==> src/rls_pkg.sv <==
`default_nettype none
// ----------------------------------------------------------------------------
// Region-list slot allocator package
// Field widths, status codes and the controller/datapath handshake types.
// ----------------------------------------------------------------------------
package rls_pkg;

  localparam int ACTION_W   = 1;
  localparam int BUF_IDX_W  = 2;
  localparam int SLOT_IDX_W = 9;
  localparam int STATUS_W   = 2;

  localparam logic ACT_ACQUIRE = 1'b0;
  localparam logic ACT_RELEASE = 1'b1;

  localparam logic [STATUS_W-1:0] STATUS_OK         = 2'd0;
  localparam logic [STATUS_W-1:0] STATUS_NO_BUFFER  = 2'd1;
  localparam logic [STATUS_W-1:0] STATUS_TABLE_FULL = 2'd2;

  typedef struct packed {
    logic                load;
    logic                acq_open;
    logic                acq_read;
    logic                acq_take;
    logic                scan_start;
    logic                scan_read;
    logic                rel_grow;
    logic                rel_append;
    logic                res_set;
    logic [STATUS_W-1:0] res_code;
    logic                push;
  } dp_cmd_t;

  typedef struct packed {
    logic is_release;
    logic req_invalid;
    logic table_empty;
    logic table_full;
    logic buffers_full;
    logic scan_more;
    logic hit;
    logic out_busy;
  } dp_sts_t;

endpackage : rls_pkg
`default_nettype wire

==> src/rls_ctrl.sv <==
`default_nettype none
// ----------------------------------------------------------------------------
// Region-list slot allocator controller
// Sequences acquire and release requests and drives the datapath commands.
// ----------------------------------------------------------------------------
module rls_ctrl
  import rls_pkg::*;
(
  input  wire logic    clk,
  input  wire logic    rst_n,
  input  wire logic    in_valid,
  output      logic    in_ready,
  input  wire dp_sts_t sts,
  output      dp_cmd_t cmd
);

  localparam logic [2:0] S_IDLE     = 3'd0;
  localparam logic [2:0] S_DECODE   = 3'd1;
  localparam logic [2:0] S_ACQ_TAKE = 3'd2;
  localparam logic [2:0] S_REL_SCAN = 3'd3;
  localparam logic [2:0] S_DONE     = 3'd4;

  logic [2:0] state_r, state_nxt;
  logic       rd_pend_r, rd_pend_nxt;

  assign in_ready = (state_r == S_IDLE);

  always_comb begin
    state_nxt   = state_r;
    rd_pend_nxt = rd_pend_r;
    cmd         = '0;
    unique case (state_r)
      S_IDLE: begin
        if (in_valid) begin
          cmd.load  = 1'b1;
          state_nxt = S_DECODE;
        end
      end
      S_DECODE: begin
        if (!sts.is_release) begin
          if (sts.table_empty) begin
            if (sts.buffers_full) begin
              cmd.res_set  = 1'b1;
              cmd.res_code = STATUS_NO_BUFFER;
            end else begin
              cmd.acq_open = 1'b1;
            end
            state_nxt = S_DONE;
          end else begin
            cmd.acq_read = 1'b1;
            state_nxt    = S_ACQ_TAKE;
          end
        end else if (sts.req_invalid) begin
          cmd.res_set  = 1'b1;
          cmd.res_code = STATUS_OK;
          state_nxt    = S_DONE;
        end else begin
          cmd.scan_start = 1'b1;
          rd_pend_nxt    = 1'b0;
          state_nxt      = S_REL_SCAN;
        end
      end
      S_ACQ_TAKE: begin
        cmd.acq_take = 1'b1;
        state_nxt    = S_DONE;
      end
      S_REL_SCAN: begin
        // Check the entry read last cycle while the next read is in flight.
        if (rd_pend_r && sts.hit) begin
          cmd.rel_grow = 1'b1;
          state_nxt    = S_DONE;
        end else if (sts.scan_more) begin
          cmd.scan_read = 1'b1;
          rd_pend_nxt   = 1'b1;
        end else begin
          if (sts.table_full) begin
            cmd.res_set  = 1'b1;
            cmd.res_code = STATUS_TABLE_FULL;
          end else begin
            cmd.rel_append = 1'b1;
          end
          state_nxt = S_DONE;
        end
      end
      S_DONE: begin
        if (!sts.out_busy) begin
          cmd.push  = 1'b1;
          state_nxt = S_IDLE;
        end
      end
      default: begin
        state_nxt = S_IDLE;
      end
    endcase
  end

  always_ff @(posedge clk) begin
    if (!rst_n) begin
      state_r   <= S_IDLE;
      rd_pend_r <= 1'b0;
    end else begin
      state_r   <= state_nxt;
      rd_pend_r <= rd_pend_nxt;
    end
  end

endmodule : rls_ctrl
`default_nettype wire

==> config.mk <==
export PLATFORM = sky130hd
export DESIGN_NAME = rls_ctrl
export DESIGN_NICKNAME = d
export VERILOG_FILES = /design/src/rls_pkg.sv /design/src/rls_ctrl.sv
export SDC_FILE = /design/constraint.sdc
export NUM_CORES = 1
export LEC_CHECK = 0
export BUFFER_PORTS_ARGS = -buffer_cell sky130_fd_sc_hd__buf_2
export CORE_AREA = 2 2 39 41
export CTS_CLUSTER_SIZE = 14
export DETAILED_ROUTE_END_ITERATION = 10
export DIE_AREA = 0 0 41 43
export PLACE_DENSITY_LB_ADDON = 0.25
export SLEW_MARGIN = 10
export SYNTH_ARGS = -nofsm -noshare
export SYNTH_HDL_FRONTEND = slang
export SYNTH_SLANG_ARGS = --single-unit
==> constraint.sdc <==
create_clock -name clk -period 1.1 [get_ports clk]
set_input_delay 0 -clock clk [delete_from_list [all_inputs] [get_ports clk]]
set_output_delay 0 -clock clk [all_outputs]
set_load 0.02 [all_outputs]
==> metrics.txt, run 1 <==
Die W=41 um; # IOs=24; Worst slew margin=~82%; Crit path buffers/inverters=4; async set or reset register ratio after synthesis=0%; CTS clk-pin slew, worst paths=40 ps; fin crit share=123.3%; hold-fix buffers at CTS=0; commonest cells after routing, fill and taps aside=buf_4, buf_6, buf_2; CP max stage delay=340 ps; via-per-instance ratio=around 4.8; drt first pass iters=4; cell repeated most along the worst path=buf_4; area grow syn2layout=137.5%; GP Congestion=0.8014; Placed Area=594.3 um2; Req. time, crit path=between 1000 and 1500 ps; drc violations=0; adder and majority gate portion of the synthesized area=0%; WP data arrival=1360 ps; final worst setup slack=-256.4 ps; die height=about 43 um; synthesized area=roughly 350 um2; worst path cell trace=and3b_2 > buf_4 > nand3_2 > inv_2 > buf_4 > buf_4; die area=1763 um2; layout cells sized above 1=between 70% and 80%; reg2reg start=state_r[0]; Synth Flop Type=dfxtp_1; vias in the first global route=459; initial antenna violation count=0; Nets=105; WL per Instance=11.73 um; Synth Area in Compound Gates=approximately 17%; Slew @ Worst Pin=between 200 and 300 ps; all-layer global routing usage=around 16%; final wirelength=1267 um; worst hold start=sts[2]; final hold violations=0; Starting Density=around 26%; Clk Latency, worst-skew pair=250 ps; post-synthesis xor/xnor area fraction=0%; critical path capture point type=output port; H-tree depth reported by CTS=1; Power Total=0.8049 mW; post-DP HPWL=829.6 um; CP max-delay cell=dfxtp_4; fmax=0.7373 GHz; maximum root-to-sink buffer count=2; RSZ-0062 raised after global routing=true; CP delay by family, top=buffers and inverters; outcome=finished with violations; Port Buffers=23; first-pass GRT wire length=between 1500 and 2000 um; Ys Warns=0; core area=1384 um2; CTS buffer count=3; cell count after synthesis=48; most common cell after layout, fill and taps aside=buf_4; Synth Register Bits=4; Max-cap violations=0; sequential cell area fraction in the yosys report=22.61%; overall via count from detail_route=514; Critical Path Start=state_r[0]; fin crit period=1356 ps; VDD IR max=0.4499 mV; Avg Inst Size Synth=between 7 and 8 um2; synth unique cells=27; largest net degree at the start of global routing=7; grt total ovfl=0; P per Cell Area=between 900 and 1000 nW/um2; Rows=14; clock skew=just under 4 ps; post-route antenna net violation count=0; post-synthesis simple-gate area fraction=48.76%; critical path peak fanout=3; largest family of logic cells by synthesized area=simple AND/OR/NAND/NOR gates; DRT iter0 DRCs=2; CP Launch Type=flip-flop; Worst Hold Class=in2reg; net count after synthesis=approximately 60; mux contribution to synthesized area=4.240%; Setup TNS Final=-2355 ps; max-slew violations=0; P_leak=0.4112 nW; Crit Path Category=reg2out; CTS tree=built; # diodes=0; Post-synth EDFFs=0; clk sinks=4; fin util=60.76%; violated checks=negative setup slack; setup violators final=17; Final Cell Area=approximately 840 um2; root buffer cell=clkbuf_4
-- area by class of cell --
| type | instances | area (um2) |
|---|---|---|
| tap | 16 | 20.02 |
| fill | 124 | 543.0 |
| sequential | 4 | 88.84 |
| timing repair buffer | 43 | 354.1 |
| multi-input combinational | 38 | 337.8 |
| clock buffer | 3 | 22.52 |
| inverter | 4 | 17.52 |
-- cells in the mapped netlist, drive strengths merged, types with 2 or more instances --
cell | number | area, um2
a21oi | 4 | 23.77
dfxtp | 4 | 80.08
inv | 4 | 15.01
nand2 | 4 | 15.01
nor3 | 4 | 20.02
nor2 | 3 | 11.26
nor3b | 3 | 22.52
and2 | 2 | 12.51
buf | 2 | 10.01
nand2b | 2 | 12.51
nor2b | 2 | 12.51
-- through the flow --
step,std cells,hold slack [ps],worst slack (ps)
5_1_grt,108,87.35,-298.4
2_1_floorplan,48,50.99,-64.07
3_3_place_gp,97,274.8,-45.15
4_1_cts,105,37.07,-246.5
6_report,108,76.85,-256.4
3_5_place_dp,97,271.5,-75.98
-- worst reg2reg max path: cells and delay by family (launching register included) --
family / cells / cell delay (ps)
DFF: 1 / 350
buffers and inverters: 2 / 150
AOI/OAI and AO/OA: 1 / 140
and+or+nand+nor: 1 / 470
-- state kept, by name, indices dropped and copies added, names as in the netlist --
register	flops
rd_pend_r	1
state_r	3
-- final timing paths --
check                             endpoint  slack, ps  depth (start not counted)
worst max-delay path                cmd[6]       -260                          6
worst min-delay path            state_r[1]         80                          3
worst min register to register   rd_pend_r        510                          2
worst max register to register  state_r[1]        -80                          4
-- report_power, final --
group | internal (mW) | switching (mW) | leakage (nW) | total, mW
sequential | 0.160 | 0.0108 | 0.0344 | 0.171
clock | 0.123 | 0.0779 | 0.0138 | 0.201
combinational | 0.243 | 0.190 | 0.363 | 0.433
total | 0.526 | 0.279 | 0.411 | 0.805
-- kinds of logic after synthesis --
kind of cell,Yosys count
AND/OR/NAND/NOR,28
AO/OA/AOI/OAI,9
buffers and inverters,6
flip-flops,4
multiplexers,1
-- layer usage --
metal	part of all wire [%]	GRT usage (%)	routed length, um
met3	5.3	0.5236	67
met1	42	20.19	535
met5	0	0	0
met2	50	22.50	632
met4	2.4	14.00	31
-- repair_timing --
action | CTS | global route
gates resized for setup | 34 | 11
pin swaps | 7 | 7
setup buffers | 5 | 3
endpoints found under the setup margin | 14 | 16
(Power assumes the default switching activity.)
==> inputs of run 2 (changes only) <==
--- a/config.mk
+++ b/config.mk
@@ -8,5 +8,5 @@
 export BUFFER_PORTS_ARGS = -buffer_cell sky130_fd_sc_hd__buf_2
 export CORE_AREA = 2 2 39 41
-export CTS_CLUSTER_SIZE = 14
+export CTS_CLUSTER_SIZE = 24
 export DETAILED_ROUTE_END_ITERATION = 10
 export DIE_AREA = 0 0 41 43
==> constraint.sdc (replaced) <==
create_clock -name clk -period 1.1 [get_ports clk]
set_input_delay 0 -clock clk [delete_from_list [all_inputs] [get_ports clk]]
set_output_delay 0 -clock clk [all_outputs]
set_load 0.05 [all_outputs]
==> run 2 against run 1 <==
  * Utilization rose by 4.2 points
  * Highest routed layer is now met3
  * Via count decreased by 1.6%
  * Total power grew 12%
  * Clock power rose by 6%
  * Hold slack lost 33 ps
  * Flip-flop and latch count did not move
  * First-iteration DRC count rose to 3.5 times the previous value
  * Clock-buffer cell count up 1
  * Combinational power rose by 19%
  * The flow still finishes with violations (negative setup slack)
  * Global-route usage is 0.72 points higher
  * Largest power group unchanged
  * Final cell count unchanged
==> metrics.txt, run 2 (synthesis gave the netlist of run 1 again) <==
VDD IR max=0.5026 mV; worst path cell trace=and3b_2 > nand4b_1 > a211oi_4 > buf_6; # IOs=24; placed cells=98; initial antenna violation count=0; Worst R2R Setup Slack=-220 ps; CP max stage delay=310 ps; met2 routed WL=753 um; first-pass GRT wire length=2014 um; post-route antenna net violation count=0; Setup TNS Final=-3159 ps; # diodes=0; DRT iter0 DRCs=7; largest register by flop count=state_r; H-tree depth reported by CTS=1; CTS tree=built; commonest cells after routing, fill and taps aside=buf_4, buf_2, buf_6; overall via count from detail_route=between 500 and 600; Crit path buffers/inverters=1; Pint=approximately 0.55 mW; die height=43 um; Power Total=0.9004 mW; maximum root-to-sink buffer count=2; clock skew=1.581 ps; CTS clk-pin slew, worst paths=approximately 40 ps; GP Congestion=0.7831; fin crit share=127.7%; largest registers=state_r (3), rd_pend_r (1); CP Launch Type=flip-flop; vias in the first global route=482; Largest register FFs=3; Rows=14; layout cells sized above 1=78.26%; final wirelength=1361 um; final hold violations=0; most common cell after layout, fill and taps aside=buf_4; setup violators final=17; grt total ovfl=0; Slew @ Worst Pin=223.7 ps; P per Cell Area=1001 nW/um2; fmax=between 0.7 and 0.8 GHz; outcome=finished with violations; CTS buffer count=3; Port Buffers=23; P_leak=0.4118 nW; Starting Density=25.59%; Post-Layout Cell Count=approximately 110; Switch Pwr=0.3547 mW; via-per-instance ratio=4.685; Nets=between 100 and 150; Seq pwr share=18.9%; hold-fix buffers at CTS=0; CP delay by family, top=simple AND/OR/NAND/NOR gates; Req. time, crit path=1100 ps; critical path peak fanout=2; drc violations=0; Worst Hold Class=in2reg; Crit Path Category=reg2out; Clk Latency, worst-skew pair=240 ps; max-slew violations=0; WP data arrival=1400 ps; RSZ-0062 raised after global routing=true; die area=1763 um2; Worst slew margin=84.93%; Die W=41 um; wire length on met3=~43 um; final worst setup slack=-304.4 ps; fin crit period=1404 ps; drt first pass iters=3; violated checks=negative setup slack; Clk pwr share=23.7%; largest net degree at the start of global routing=7; switching share of power=39.40%; area grow syn2layout=154.1%; all-layer global routing usage=16.47%; M1 WL=564 um; Max-cap violations=0; Top Layer Used=met3; combinational power share=57.4%; clk sinks=4; CP max-delay cell=dfxtp_2; post-DP HPWL=a little over 900 um; root buffer cell=clkbuf_4; WL per Instance=~13 um; core area=1384 um2; critical path capture point type=output port
-- run 2: cell types whose count changed in the layout (fill, tap and decap cells not counted), sizes merged --
cell	previous run	this run
clkbuf	3	4
buf	43	42
-- run 2: power groups by stage --
stage / logic, mW / clock network [mW] / registers, mW
5_1_grt: 0.546 / 0.228 / 0.172
3_5_place_dp: 0.383 / 0 / 0.171
4_1_cts: 0.451 / 0.223 / 0.168
3_3_place_gp: 0.378 / 0 / 0.170
6_report: 0.517 / 0.214 / 0.170
2_1_floorplan: 0.248 / 0 / 0.180
-- run 2: stage by stage --
step | instance area (um2) | utilization (%) | hold slack [ps] | setup WS (ps)
global placement | 663.1 | 47.92 | 285.0 | -146.0
global route | 899.6 | 65.01 | 68.52 | -381.4
detailed placement | 663.1 | 47.92 | 281.1 | -163.8
floorplan | 452.9 | - | 58.82 | -297.4
finish | 899.6 | 65.01 | 44.27 | -304.4
CTS | 814.5 | 58.86 | 33.68 | -297.2
-- run 2: layer usage --
| layer | vias up | track usage, % |
|---|---|---|
| met3 | 0 | 3.665 |
| met4 | 0 | 6.000 |
| met2 | 10 | 26.25 |
| met5 | - | 0 |
| li1 | 258 | - |
| met1 | 238 | 20.58 |
-- run 2: tightest hold or removal path, cell delays in order --
cell	delay, ps
buf_2	90
nand4_1	110
o41ai_2	60
-- run 2: path summary, 6_finish.rpt --
check                                start          to  depth (start not counted)
worst min register to register   rd_pend_r   rd_pend_r                          2
worst max register to register  state_r[0]  state_r[2]                          6
worst max-delay path            state_r[2]      cmd[3]                          4
worst min-delay path                 rst_n  state_r[2]                          3
-- run 2: timing repair --
action	in CTS	in global routing
buffers inserted	1	5
hold endpoints to repair	0	0
pin swaps	5	5
cloned	0	0
resized for setup	35	11
endpoints found under the setup margin	17	17
-- run 2: layout make-up --
class / count / area [um2]
multi-input cells: 38 / 374.1
fillers: 109 / 484.2
well taps: 16 / 20.02
repair buffers: 42 / 372.9
flip-flops and latches: 4 / 86.33
clock buffers: 4 / 26.28
inverters: 4 / 20.02
