## config.mk

```make
export PLATFORM = sky130hd
export DESIGN_NAME = rls_dpath
export DESIGN_NICKNAME = d
export VERILOG_FILES = /design/src/rls_pkg.sv /design/src/rls_ram.sv /design/src/rls_dpath.sv
export SDC_FILE = /design/constraint.sdc
export NUM_CORES = 2
export LEC_CHECK = 0
export ABC_AREA = 1
export ABC_CLOCK_PERIOD_IN_PS = 6400
export BUFFER_PORTS_ARGS = -buffer_cell sky130_fd_sc_hd__buf_2
export CAP_MARGIN = 20
export CORE_UTILIZATION = 40
export CTS_BUF_LIST = sky130_fd_sc_hd__clkbuf_16
export CTS_CLUSTER_SIZE = 20
export DETAILED_ROUTE_END_ITERATION = 16
export PLACE_DENSITY = 0.55
export SYNTH_ARGS = -nofsm -noshare
export SYNTH_HDL_FRONTEND = slang
export SYNTH_SLANG_ARGS = --single-unit
```

## constraint.sdc

```tcl
create_clock -name clk -period 6.4 [get_ports clk]
set_clock_uncertainty 0.05 [all_clocks]
set_input_delay 1.28 -clock clk [delete_from_list [all_inputs] [get_ports clk]]
set_output_delay 1.28 -clock clk [all_outputs]
set_load 0.02 [all_outputs]
```

## src/rls_pkg.sv

```systemverilog
`default_nettype none
// ----------------------------------------------------------------------------
// Region-list slot allocator package
// Field widths, status codes and the controller/datapath handshake types.
// ----------------------------------------------------------------------------
package rls_pkg;

  localparam int ACTION_W   = 1;
  localparam int BUF_IDX_W  = 2;
  localparam int SLOT_IDX_W = 9;
  localparam int STATUS_W   = 2;

  localparam logic ACT_ACQUIRE = 1'b0;
  localparam logic ACT_RELEASE = 1'b1;

  localparam logic [STATUS_W-1:0] STATUS_OK         = 2'd0;
  localparam logic [STATUS_W-1:0] STATUS_NO_BUFFER  = 2'd1;
  localparam logic [STATUS_W-1:0] STATUS_TABLE_FULL = 2'd2;

  typedef struct packed {
    logic                load;
    logic                acq_open;
    logic                acq_read;
    logic                acq_take;
    logic                scan_start;
    logic                scan_read;
    logic                rel_grow;
    logic                rel_append;
    logic                res_set;
    logic [STATUS_W-1:0] res_code;
    logic                push;
  } dp_cmd_t;

  typedef struct packed {
    logic is_release;
    logic req_invalid;
    logic table_empty;
    logic table_full;
    logic buffers_full;
    logic scan_more;
    logic hit;
    logic out_busy;
  } dp_sts_t;

endpackage : rls_pkg
`default_nettype wire

```

## src/rls_ram.sv

```systemverilog
`default_nettype none
// ----------------------------------------------------------------------------
// Region-list slot allocator RAM
// Simple dual-port RAM, one write and one registered read per cycle.
// ----------------------------------------------------------------------------
module rls_ram #(
  parameter int WIDTH = 22,
  parameter int DEPTH = 64
) (
  input  wire logic                     clk,
  input  wire logic                     we,
  input  wire logic [$clog2(DEPTH)-1:0] waddr,
  input  wire logic [WIDTH-1:0]         wdata,
  input  wire logic                     re,
  input  wire logic [$clog2(DEPTH)-1:0] raddr,
  output      logic [WIDTH-1:0]         rdata
);

  logic [WIDTH-1:0] mem [DEPTH];

  always_ff @(posedge clk) begin
    if (we) begin
      mem[waddr] <= wdata;
    end
    if (re) begin
      rdata <= mem[raddr];
    end
  end

endmodule : rls_ram
`default_nettype wire

```

## src/rls_dpath.sv

```systemverilog
`default_nettype none
// ----------------------------------------------------------------------------
// Region-list slot allocator datapath
// Region table, counters, adjacency compare and the output register.
// ----------------------------------------------------------------------------
module rls_dpath
  import rls_pkg::*;
#(
  parameter int SLOTS_PER_BUFFER = 512,
  parameter int MAX_BUFFERS      = 4,
  parameter int MAX_REGIONS      = 64
) (
  input  wire logic                  clk,
  input  wire logic                  rst_n,
  input  wire dp_cmd_t               cmd,
  output      dp_sts_t               sts,
  input  wire logic [ACTION_W-1:0]   in_action,
  input  wire logic [BUF_IDX_W-1:0]  in_buffer_index,
  input  wire logic [SLOT_IDX_W-1:0] in_slot_index,
  output      logic                  out_valid,
  input  wire logic                  out_ready,
  output      logic [STATUS_W-1:0]   out_status,
  output      logic [SLOT_IDX_W-1:0] out_granted_slot,
  output      logic [BUF_IDX_W-1:0]  out_granted_buffer
);

  localparam int OFF_W  = $clog2(SLOTS_PER_BUFFER);
  localparam int CNT_W  = $clog2(SLOTS_PER_BUFFER + 1);
  localparam int BUF_W  = (MAX_BUFFERS > 1) ? $clog2(MAX_BUFFERS) : 1;
  localparam int BOP_W  = $clog2(MAX_BUFFERS + 1);
  localparam int RCNT_W = $clog2(MAX_REGIONS + 1);
  localparam int ADDR_W = $clog2(MAX_REGIONS);
  localparam int ENT_W  = BUF_W + CNT_W + OFF_W;
  localparam int CMP_W  = ((SLOT_IDX_W > CNT_W) ? SLOT_IDX_W : CNT_W) + 1;
  localparam int BX_W0  = (BUF_IDX_W > BUF_W) ? BUF_IDX_W : BUF_W;
  localparam int BX_W   = (BX_W0 > BOP_W) ? BX_W0 : BOP_W;

  // Request capture
  logic                  req_act_r;
  logic [BUF_IDX_W-1:0]  req_buf_r;
  logic [SLOT_IDX_W-1:0] req_slot_r;

  // Allocator state
  logic [RCNT_W-1:0] region_count_r, region_count_nxt;
  logic [BOP_W-1:0]  buffers_opened_r, buffers_opened_nxt;
  logic [RCNT_W-1:0] scan_addr_r;
  logic [ADDR_W-1:0] rd_addr_r;

  // Result and output registers
  logic [STATUS_W-1:0]   res_status_r;
  logic [SLOT_IDX_W-1:0] res_slot_r;
  logic [BUF_IDX_W-1:0]  res_buf_r;
  logic                  out_valid_r;
  logic [STATUS_W-1:0]   out_status_r;
  logic [SLOT_IDX_W-1:0] out_slot_r;
  logic [BUF_IDX_W-1:0]  out_buf_r;

  // RAM ports
  logic              ram_we, ram_re;
  logic [ADDR_W-1:0] ram_waddr, ram_raddr;
  logic [ENT_W-1:0]  ram_wdata, ram_rdata;

  logic [OFF_W-1:0] ent_off;
  logic [CNT_W-1:0] ent_cnt;
  logic [BUF_W-1:0] ent_buf;
  logic [OFF_W-1:0] wr_off;
  logic [CNT_W-1:0] wr_cnt;
  logic [BUF_W-1:0] wr_buf;

  logic [CMP_W-1:0] slot_x, off_x, cnt_x;
  logic [BX_W-1:0]  req_buf_x, ent_buf_x, bop_x;
  logic             adj_lo, adj_hi, same_buf;
  logic [CNT_W-1:0] cnt_dec;

  assign {ent_buf, ent_cnt, ent_off} = ram_rdata;

  assign slot_x    = CMP_W'(req_slot_r);
  assign off_x     = CMP_W'(ent_off);
  assign cnt_x     = CMP_W'(ent_cnt);
  assign req_buf_x = BX_W'(req_buf_r);
  assign ent_buf_x = BX_W'(ent_buf);
  assign bop_x     = BX_W'(buffers_opened_r);
  assign same_buf  = (ent_buf_x == req_buf_x);
  assign adj_lo    = (off_x == slot_x + CMP_W'(1));
  assign adj_hi    = (slot_x == off_x + cnt_x);
  assign cnt_dec   = ent_cnt - CNT_W'(1);

  always_comb begin
    sts.is_release   = (req_act_r == ACT_RELEASE);
    sts.req_invalid  = (req_buf_x >= bop_x) ||
                       (slot_x >= CMP_W'(SLOTS_PER_BUFFER));
    sts.table_empty  = (region_count_r == '0);
    sts.table_full   = (region_count_r == RCNT_W'(MAX_REGIONS));
    sts.buffers_full = (buffers_opened_r == BOP_W'(MAX_BUFFERS));
    sts.scan_more    = (scan_addr_r < region_count_r);
    sts.hit          = same_buf && (adj_lo || adj_hi);
    sts.out_busy     = out_valid_r && !out_ready;
  end

  // Table write and read selection
  always_comb begin
    ram_we    = 1'b0;
    ram_waddr = rd_addr_r;
    wr_off    = ent_off;
    wr_cnt    = ent_cnt;
    wr_buf    = ent_buf;
    ram_re    = cmd.acq_read || cmd.scan_read;
    ram_raddr = cmd.acq_read ? (region_count_r[ADDR_W-1:0] - ADDR_W'(1))
                             : scan_addr_r[ADDR_W-1:0];
    if (cmd.acq_open) begin
      // New buffer: slot 0 goes out, the rest stays as one region.
      ram_we    = 1'b1;
      ram_waddr = '0;
      wr_off    = OFF_W'(1);
      wr_cnt    = CNT_W'(SLOTS_PER_BUFFER - 1);
      wr_buf    = bop_x[BUF_W-1:0];
    end else if (cmd.acq_take) begin
      ram_we = 1'b1;
      wr_off = ent_off + OFF_W'(1);
      wr_cnt = cnt_dec;
    end else if (cmd.rel_grow) begin
      ram_we = 1'b1;
      wr_cnt = ent_cnt + CNT_W'(1);
      if (adj_lo) begin
        wr_off = ent_off - OFF_W'(1);
      end
    end else if (cmd.rel_append) begin
      ram_we    = 1'b1;
      ram_waddr = region_count_r[ADDR_W-1:0];
      wr_off    = OFF_W'(slot_x);
      wr_cnt    = CNT_W'(1);
      wr_buf    = req_buf_x[BUF_W-1:0];
    end
    ram_wdata = {wr_buf, wr_cnt, wr_off};
  end

  always_comb begin
    region_count_nxt   = region_count_r;
    buffers_opened_nxt = buffers_opened_r;
    if (cmd.acq_open) begin
      region_count_nxt   = RCNT_W'(1);
      buffers_opened_nxt = buffers_opened_r + BOP_W'(1);
    end else if (cmd.acq_take && (cnt_dec == '0)) begin
      // Drop the last region once it is empty.
      region_count_nxt = region_count_r - RCNT_W'(1);
    end else if (cmd.rel_append) begin
      region_count_nxt = region_count_r + RCNT_W'(1);
    end
  end

  rls_ram #(
    .WIDTH (ENT_W),
    .DEPTH (MAX_REGIONS)
  ) u_table (
    .clk   (clk),
    .we    (ram_we),
    .waddr (ram_waddr),
    .wdata (ram_wdata),
    .re    (ram_re),
    .raddr (ram_raddr),
    .rdata (ram_rdata)
  );

  always_ff @(posedge clk) begin
    if (cmd.load) begin
      req_act_r  <= in_action;
      req_buf_r  <= in_buffer_index;
      req_slot_r <= in_slot_index;
    end
    if (cmd.scan_start) begin
      scan_addr_r <= '0;
    end else if (cmd.scan_read) begin
      scan_addr_r <= scan_addr_r + RCNT_W'(1);
    end
    if (ram_re) begin
      rd_addr_r <= ram_raddr;
    end
    if (cmd.acq_open) begin
      res_status_r <= STATUS_OK;
      res_slot_r   <= '0;
      res_buf_r    <= bop_x[BUF_IDX_W-1:0];
    end else if (cmd.acq_take) begin
      res_status_r <= STATUS_OK;
      res_slot_r   <= off_x[SLOT_IDX_W-1:0];
      res_buf_r    <= ent_buf_x[BUF_IDX_W-1:0];
    end else if (cmd.rel_grow || cmd.rel_append) begin
      res_status_r <= STATUS_OK;
      res_slot_r   <= '0;
      res_buf_r    <= '0;
    end else if (cmd.res_set) begin
      res_status_r <= cmd.res_code;
      res_slot_r   <= '0;
      res_buf_r    <= '0;
    end
    if (cmd.push) begin
      out_status_r <= res_status_r;
      out_slot_r   <= res_slot_r;
      out_buf_r    <= res_buf_r;
    end
  end

  always_ff @(posedge clk) begin
    if (!rst_n) begin
      region_count_r   <= '0;
      buffers_opened_r <= '0;
      out_valid_r      <= 1'b0;
    end else begin
      region_count_r   <= region_count_nxt;
      buffers_opened_r <= buffers_opened_nxt;
      if (cmd.push) begin
        out_valid_r <= 1'b1;
      end else if (out_ready) begin
        out_valid_r <= 1'b0;
      end
    end
  end

  assign out_valid          = out_valid_r;
  assign out_status         = out_status_r;
  assign out_granted_slot   = out_slot_r;
  assign out_granted_buffer = out_buf_r;

endmodule : rls_dpath
`default_nettype wire

```

==> impl_metrics.env <==
export IMPL_hold_path_end="out_granted_slot[5]"
export IMPL_yosys_area_share_adder=0.007516
export IMPL_rsz0062_at_grt="no"
export IMPL_regArea_um2=42560
export IMPL_worstHoldStart="res_slot_r[5]"
export IMPL_synthSimpleGateAreaFrac=0.1024
export IMPL_relSlewSlack=0.2553
export IMPL_grt_pass1_vias=36511
export IMPL_multi_input_area_um2=14260
export IMPL_cp_max_fo=7
export IMPL_overflow=0
export IMPL_whs_ps=378.7
export IMPL_final_util=0.4520
export IMPL_drt_pass1_iter_count=5
export IMPL_holdCritPathClass="flop to flop"
export IMPL_hold_viol=0
export IMPL_place_area_um2=61140
export IMPL_power_mw=21.99
export IMPL_fin_cells=6547
export IMPL_setup_tns_ps=0
export IMPL_timing_critical_path_to_type="output port"
export IMPL_drtAntennaViolNets=0
export IMPL_post_place_ws_ps=1434
export IMPL_regToRegSetupSlack_ps=1960
export IMPL_power_internal_mw=16.10
export IMPL_fmax_mhz=201.9
export IMPL_postCtsSetupBuffers=0
export IMPL_worst_ep_arrival_time_ps=3620
export IMPL_ys_types=58
export IMPL_cap_violations=0
export IMPL_cts_buffer_depth=3
export IMPL_drive_gt1_frac=0.1128
export IMPL_switching_share=0.2678
export IMPL_worstRegToRegCells=11
export IMPL_synth_avg_cell_area_um2=13.06
export IMPL_synth_compound_area_share=0.1232
export IMPL_period_minus_slack_ps=4954
export IMPL_syn_num_nets=4549
export IMPL_cts_root_buf="clkbuf_16"
export IMPL_synth_area_mux_share=0
export IMPL_fp_dieW_um=384.7
export IMPL_path_class="flop to output port"
export IMPL_post_cts_resize_count=0
export IMPL_power_frac_seq=0.494
export IMPL_irDropWorstVdd_mv=0.2713
export IMPL_boundaryPins=49
export IMPL_worst_setup_path_start_kind="flop"
export IMPL_clkSinkCount=1427
export IMPL_final_nets=4575
export IMPL_grt_pass1_wl_mm=250.4
export IMPL_wire_per_inst_um=26.27
export IMPL_routed_via_density=5.841
export IMPL_worstPathRequired_ps=5070
export IMPL_fp_dieH_um=384.7
export IMPL_yosysWarnings=0
export IMPL_gp_congestion=0.8942
export IMPL_clk_pin_slew_ps=60
export IMPL_timing_rr_start="region_count_r[0]"
export IMPL_clk_latency_ps=790
export IMPL_dieArea_um2=148000
export IMPL_grt_max_degree=180
export IMPL_ys_ff_latch=1427
export IMPL_ctsHoldBuffers=0
export IMPL_fillCellCount=13010
export IMPL_track_usage=0.2308
export IMPL_timing_final_ws_setup_ps=1446
export IMPL_timing_rr_end="u_table.rdata[11]"
export IMPL_tritoncts="yes"
export IMPL_hpwl_mm=92.15
export IMPL_port_buffers=48
export IMPL_hold_depth=0
export IMPL_synth_xor_area_frac=0.004932
export IMPL_final_cell_area_um2=65800
export IMPL_vias=38238
export IMPL_worstMarginPinSlew_ps=1116
export IMPL_synth_top_family_by_area="compound AO/OA/AOI/OAI gates"
export IMPL_status="complete, no violations"
export IMPL_postSynthCellCount=4488
export IMPL_antenna_found_initial=3
export IMPL_cts_buffers=154
export IMPL_cts_max_level=4
export IMPL_seq_area_frac_synth=0.7263
export IMPL_initial_core_util=0.4026
export IMPL_p_comb_frac=0.130
export IMPL_remaining_drc_errors=0
export IMPL_timing_final_crit_share=0.7741
export IMPL_core_area_um2=145600
export IMPL_p_leak_nw=21.27
export IMPL_finalWirelength_mm=172.0
export IMPL_switching_power_mw=5.887
export IMPL_powerDensity_nw_per_um2=334.1
export IMPL_setup_violations=0
export IMPL_first_iter_violations=4051
export IMPL_clkPwrFrac=0.376
export IMPL_dp_cells=6274
export IMPL_drv_slew=0
export IMPL_row_count=140
export IMPL_syn2layout_area_growth_pct=12.29
export IMPL_netlist_area_um2=58600
## cell type report
cell class	instances	area share
Antenna cell	1	0.00003803
Multi-Input combinational cell	2639	0.2167
Inverter	117	0.007435
Clock inverter	112	0.009945
Clock buffer	159	0.06047
Sequential cell	1427	0.6468
Timing Repair Buffer	175	0.02217
Tap cell	1917	0.03645
## layer usage
layer  share of wire  GRT usage  vias up  wire length [um]
met5               0          0        -                 0
met4           0.034    0.08583        0              5776
met3           0.078    0.03752      286             13410
met2            0.47     0.3683     1634             80420
met1            0.42     0.3177    19312             72360
li1                -          -    17006                 -
## placed cells by master, fill, tap and decap left out, drive strengths merged, types with 18 or more instances in the layout
cell	Yosys	layout
edfxtp	1398	1398
nor2	798	798
o21ai	685	685
nand3	345	345
o221ai	258	258
nand2	192	192
buf	179	175
inv	115	166
clkbuf	126	159
o211ai	121	121
clkinv	2	54
or2	41	41
a21oi	39	39
o22ai	37	37
ha	32	32
dfxtp	29	29
xor2	23	23
nor3	18	18
## sequential cells by signal (all words and copies together), names as in the netlist, 3 cells and up
| signal | flops |
|---|---|
| out_granted_slot | 9 |
| req_slot_r | 9 |
| rd_addr_r | 6 |
| res_slot_r | 9 |
| u_table.rdata | 21 |
| region_count_r | 7 |
| scan_addr_r | 7 |
| u_table.mem | 1344 |
| bop_x | 3 |
## cells in the mapped netlist (all sizes together)
library cell,n,area (um^2)
ha,32,400.4
a22oi,2,15.01
nor3b,4,30.03
a2111oi,1,8.760
fa,2,40.04
dfxtp,29,580.6
nor3,18,111.4
clkbuf,126,478.0
nor2,798,3013
o221ai,258,2260
o2111ai,1,8.760
nand3,345,1732
o311ai,2,17.52
o31ai,1,7.510
clkinv,2,7.510
a31oi,2,12.51
o211ai,121,923.4
nand3b,2,15.01
inv,115,444.2
a21oi,39,198.9
a221oi,6,52.55
nand2,192,757.0
o21bai,1,7.510
or2,41,256.5
a31o,1,8.760
and2,1,6.260
xor2,23,201.4
o21ai,685,3451
nor4,2,12.51
a211oi,2,15.01
buf,179,1157
xnor2,10,87.58
o22ai,37,231.5
nand4,10,68.81
edfxtp,1398,41980
## worst max-delay path, cell delays in order (launching register included)
cell,delay [ps]
edfxtp_1,590
ha_1,330
fa_1,470
nand3_1,100
nand3_1,110
xnor2_1,230
xor2_1,90
or2_2,290
nor2_1,90
nand3_1,100
a21oi_1,220
buf_2,210
## power groups by stage
stage               combinational (mW)  clock, mW  sequential [mW]
floorplan                         1.73          0             11.0
global placement                  2.81          0             11.1
detailed placement                2.84          0             11.1
CTS                               2.84       8.39             10.9
global route                      3.10       8.74             10.9
finish                            2.85       8.26             10.9
## logic make-up (layout without fill, tap and decap cells)
family	Yosys count	after routing
flops	1427	1427
simple gates	1413	1413
compound gates	1159	1159
buf+inv	422	563
fa+ha+maj	34	34
xor+xnor	33	33
other cells	0	1
## how the worst max path moves through the flow
stage                                start            endpoint  slack (ps)  cells after the start
after floorplan                    cmd[10]  u_table.mem[0][20]        1310                      4
after global placement              cmd[9]   u_table.rdata[12]        1440                     13
after detailed placement            cmd[9]   u_table.rdata[12]        1430                     13
after CTS                 u_table.rdata[9]              sts[1]        1420                     11
after global routing      u_table.rdata[9]              sts[1]        1300                     11
final                     u_table.rdata[9]              sts[1]        1450                     11
Note: power is estimated with default switching activity, not from simulation.
